## src/rtl/mfud_pkg.sv

```systemverilog
// ----------------------------------------------------------------------------
// Motor feedback decoder package
// Shared widths, reset values, register indexes and stage types.
// ----------------------------------------------------------------------------
package mfud_pkg;

   localparam int RAW_W   = 16;
   localparam int SPAN_W  = 31;
   localparam int VAL_W   = 32;
   localparam int PROD_W  = RAW_W + SPAN_W;
   localparam int EST_W   = PROD_W + 1;
   localparam int REM_W   = RAW_W + 2;
   localparam int MULTI_W = 48;

   // Divisor of the scaling step (full scale of a raw code).
   localparam logic [REM_W-1:0] RAW_FULL_SCALE = 18'd65535;

   localparam logic [7:0]              MOTOR_ID_RST    = 8'd0;
   localparam logic [SPAN_W-1:0]       POS_SPAN_RST    = 31'd1647575;
   localparam logic signed [VAL_W-1:0] POS_MIN_RST     = -32'sd823788;
   localparam logic [SPAN_W-1:0]       SPEED_SPAN_RST  = 31'd4325376;
   localparam logic signed [VAL_W-1:0] SPEED_MIN_RST   = -32'sd2162688;
   localparam logic [SPAN_W-1:0]       TORQUE_SPAN_RST = 31'd1835008;
   localparam logic signed [VAL_W-1:0] TORQUE_MIN_RST  = -32'sd917504;

   typedef enum logic [2:0] {
      CSR_MOTOR_ID    = 3'd0,
      CSR_POS_SPAN    = 3'd1,
      CSR_POS_MIN     = 3'd2,
      CSR_SPEED_SPAN  = 3'd3,
      CSR_SPEED_MIN   = 3'd4,
      CSR_TORQUE_SPAN = 3'd5,
      CSR_TORQUE_MIN  = 3'd6
   } csr_reg_type;

   typedef struct packed {
      logic s1;
      logic s2;
      logic s3;
   } stage_adv_type;

   typedef struct packed {
      logic [RAW_W-1:0] pos;
      logic [RAW_W-1:0] speed;
      logic [RAW_W-1:0] torque;
   } raw_codes_type;

endpackage

```

## src/rtl/mfud_scale.sv

```systemverilog
// ----------------------------------------------------------------------------
// Raw code scaler
// Three-stage lane: raw * span, division by 65535, then offset by the minimum.
// ----------------------------------------------------------------------------
module mfud_scale (
   input  logic                            clock,
   input  mfud_pkg::stage_adv_type         adv,
   input  logic [mfud_pkg::RAW_W-1:0]      raw,
   input  logic [mfud_pkg::SPAN_W-1:0]     span,
   input  logic signed [mfud_pkg::VAL_W-1:0] min_q,
   output logic signed [mfud_pkg::VAL_W-1:0] value
);
   import mfud_pkg::*;

   logic [PROD_W-1:0] prod_ff, prod_in;
   logic [VAL_W-1:0]  quot_ff, quot_in;
   logic [REM_W-1:0]  plo_ff, plo_in;
   logic [VAL_W-1:0]  value_ff, value_in;
   logic [EST_W-1:0]  est;
   logic [REM_W-1:0]  rem;
   logic [VAL_W-1:0]  quot_fix;

   assign prod_in = PROD_W'(raw) * PROD_W'(span);

   // 1/65535 is the series 2^-16 + 2^-32 + ...; the estimate is the true
   // quotient or one below it, so a single remainder check finishes it.
   assign est     = EST_W'(prod_ff) + EST_W'(prod_ff >> 16) + EST_W'(prod_ff >> 32);
   assign quot_in = est[EST_W-1:16];
   assign plo_in  = prod_ff[REM_W-1:0];

   // The remainder stays below twice the divisor, so its low bits are enough.
   assign rem      = plo_ff - {quot_ff[1:0], 16'd0} + quot_ff[REM_W-1:0];
   assign quot_fix = quot_ff + VAL_W'(rem >= RAW_FULL_SCALE);
   assign value_in = quot_fix + $unsigned(min_q);

   always_ff @(posedge clock) begin
      if (adv.s1) begin
         prod_ff <= prod_in;
      end
      if (adv.s2) begin
         quot_ff <= quot_in;
         plo_ff  <= plo_in;
      end
      if (adv.s3) begin
         value_ff <= value_in;
      end
   end

   assign value = $signed(value_ff);

endmodule

```

## config.mk

```make
export PLATFORM = sky130hd
export DESIGN_NAME = mfud_scale
export DESIGN_NICKNAME = d
export VERILOG_FILES = /design/src/rtl/mfud_pkg.sv /design/src/rtl/mfud_scale.sv
export SDC_FILE = /design/constraint.sdc
export NUM_CORES = 1
export LEC_CHECK = 0
export ABC_AREA = 1
export BUFFER_PORTS_ARGS = -buffer_cell sky130_fd_sc_hd__buf_2
export CAP_MARGIN = 5
export CORE_AREA = 3 3 210 212
export CTS_CLUSTER_SIZE = 10
export DETAILED_ROUTE_END_ITERATION = 8
export DIE_AREA = 0 0 213 215
export PLACE_DENSITY = 0.92
export RECOVER_POWER = 100
export SYNTH_ARGS = -nofsm -noshare
export SYNTH_HDL_FRONTEND = slang
export SYNTH_SLANG_ARGS = --single-unit
```

## constraint.sdc

```tcl
create_clock -name clock -period 6.8 [get_ports clock]
set_input_delay 0.34 -clock clock [delete_from_list [all_inputs] [get_ports clock]]
set_output_delay 0.34 -clock clock [all_outputs]
set_load 0.005 [all_outputs]
```

==> results.json <==
{
  "run_status": "complete, but fails checks",
  "violations": "max-capacitance violations, max-slew violations",
  "reg2reg_depth": 23,
  "grt_usage_pct": 34.7,
  "ctsResizeCount": 0,
  "cts_made_buffers": 17,
  "post-dp-hpwl_mm": 65.1,
  "fin_cells": 4280,
  "diodes": 0,
  "finalSetupViolations": 0,
  "cts_hold_buf": 0,
  "fin_crit_ns": 6.16,
  "num-fill-cells": 3395,
  "start_util_pct": 65.3,
  "yosysSeqAreaShare_pct": 14.1,
  "viasPerCell": 5.64,
  "wl_per_cell_um": 18.0,
  "finalCritPeriodShare_pct": 90.6,
  "rsz0062_at_grt": "false",
  "first_global_vias": 25313,
  "syn_inst": 3689,
  "finalSetupTns_ns": 0,
  "drc_errors": 0,
  "antenna_found_initial": 0,
  "postRouteWirelength_mm": 77.0,
  "finalHoldViolCount": 0,
  "startpoint_type": "input port",
  "tightest_slew_ns": 2.70,
  "path_class": "in -> reg",
  "root_buffer": "clkbuf_16",
  "die_height_um": 215,
  "syn_nets": 4420,
  "arrival_ns": 6.35,
  "clock_latency_ns": 0.43,
  "cts_setup_buffers": 0,
  "final_util_pct": 68.6,
  "clock_path_buffers": 2,
  "io-pin-count": 115,
  "min_path_cells": 2,
  "synth_seq_cells": 129,
  "grt_start_max_net_pins": 51,
  "htree_levels": 4,
  "io_buffers": 114,
  "hold_ws_ns": 0.280,
  "ys_types": 39,
  "num_vias": 24129,
  "syn_to_final_growth_pct": 4.94,
  "cts.sinks": 129,
  "num_rows": 75,
  "cp_max_fo": 16,
  "gp_congestion": 1.06,
  "gr-total-overflow": 0,
  "clock_skew_ns": 0.0115,
  "drive_gt1_share_pct": 4.54,
  "yosysWarnings": 0,
  "syn_area_mm2": 0.0275,
  "core_area_mm2": 0.0421,
  "dp.cells": 4248,
  "nets": 4459,
  "fp.dieArea_mm2": 0.0458,
  "cts_tree": "built",
  "avgSynthCellArea_um2": 7.46,
  "postRouteAntennaNets": 0,
  "grt_pass1_wl_mm": 126,
  "slew_headroom_pct": -80.3,
  "min_path_type": "in -> reg",
  "die_x_um": 213,
  "max_freq_mhz": 162,
  "critPathCaptureType": "flop",
  "clk_pin_slew_ns": 0.06,
  "first_pass_iters": 9,
  "cp.required_ns": 6.98,
  "cap_violations": 4,
  "drt_iter0_drc": 2057,
  "slew_violations": 164
}
[through the flow]
| stage | instance area, µm² | worst slack [ns] |
|---|---|---|
| floorplan | 27500 | 1.27 |
| global placement | 28500 | 0.319 |
| detailed placement | 28500 | 0.270 |
| CTS | 29000 | 0.726 |
| global route | 28900 | 0.418 |
| finish | 28900 | 0.638 |
[synth_stat cells]
master	number	area share, %
or2_2	1	0.023
nand2_2	22	0.50
nor4_2	1	0.045
o31ai_1	2	0.055
nand4_1	37	0.84
nand3b_1	10	0.27
nor3_4	2	0.12
xor2_1	55	1.7
nor2_2	8	0.18
inv_1	960	13
nand3_1	109	2.0
xnor2_1	18	0.57
and2_1	2	0.045
a21boi_0	5	0.14
nand3_2	4	0.15
nor4_1	3	0.068
a21oi_2	6	0.19
ha_1	228	10
fa_1	420	31
edfxtp_1	129	14
buf_6	1	0.041
nor2_1	240	3.3
and3_1	4	0.091
nor3_1	19	0.35
a31oi_1	11	0.25
o21ai_2	7	0.22
o21bai_1	25	0.68
a21o_1	9	0.25
inv_2	3	0.041
o21ai_0	78	1.4
a21oi_1	144	2.6
nand2_1	993	14
o21ai_1	4	0.073
nand2_4	1	0.041
nor3_2	9	0.33
o221ai_1	1	0.032
a21boi_4	1	0.068
o21a_1	7	0.19
clkbuf_1	110	1.5
[cells by family (layout without fill, tap and decap cells)]
logic type	after synthesis	count (layout)	share of synthesized area [%]
and+or+nand+nor	1465	1465	21.8
buffers and inverters	1074	1126	14.7
adders and majority gates	648	648	40.9
AOI/OAI and AO/OA	300	300	6.18
DFF	129	129	14.1
xor gates and xnor gates	73	73	2.32
[critical path: stages]
cell	delay [ns]
buf_2	0.40
buf_4	0.25
nand2_1	0.07
inv_1	0.14
fa_1	0.48
inv_1	0.10
fa_1	0.45
fa_1	0.51
inv_1	0.06
fa_1	0.49
fa_1	0.50
inv_1	0.05
fa_1	0.48
inv_1	0.04
ha_1	0.30
inv_1	0.13
o21bai_1	0.14
nor2_1	0.25
a21boi_0	0.59
o21ai_0	0.23
nand2_1	0.13
nand3_1	0.07
nand2_1	0.06
nand2_1	0.05
[final timing paths]
| kind | slack, ns | start | end |
|---|---|---|---|
| max | 0.64 | raw[5] | prod_ff[42] |
| min reg2reg | 0.53 | prod_ff[6] | plo_ff[6] |
| max reg2reg | 2.51 | quot_ff[3] | value[31] |
| min | 0.28 | min_q[0] | value[0] |
[registers in the layout, indices dropped and copies added (netlist names)]
signal / cells
prod_ff: 47
quot_ff: 32
value: 32
plo_ff: 18
[layer usage]
layer	part of all wire (%)	up-vias	GRT usage [%]
li1	-	11062	-
met1	38	11429	43.0
met2	48	1297	59.1
met3	8.4	341	5.53
met4	5.7	0	16.9
met5	0	-	0
[layout make-up]
cell class,count,area (µm²),area share [%]
well taps,539,674,2.33
flip-flops and latches,129,3870,13.4
inverters,963,3610,12.5
clock inverters,14,106,0.368
multi-input cells,2486,19500,67.6
clock buffers,18,429,1.49
repair buffers,131,659,2.28
[placed cells by master (no fill, tap or decap), drive strengths merged, types with 3 or more instances in the layout]
master,synthesis,routed
inv,963,968
o21ai,89,89
fa,420,420
clkbuf,110,46
nor2,248,248
a31oi,11,11
clkinvlp,0,3
xnor2,18,18
nand2,1016,1016
nor4,4,4
a21oi,150,150
nand3b,10,10
a21o,9,9
edfxtp,129,129
clkinv,0,6
nand4,37,37
xor2,55,55
nor3,30,30
a21boi,6,6
and3,4,4
o21a,7,7
buf,1,103
nand3,113,113
o21bai,25,25
ha,228,228
Power is not shown: default switching activity piles up to over one toggle a cycle in this logic, so the estimate is an artifact.
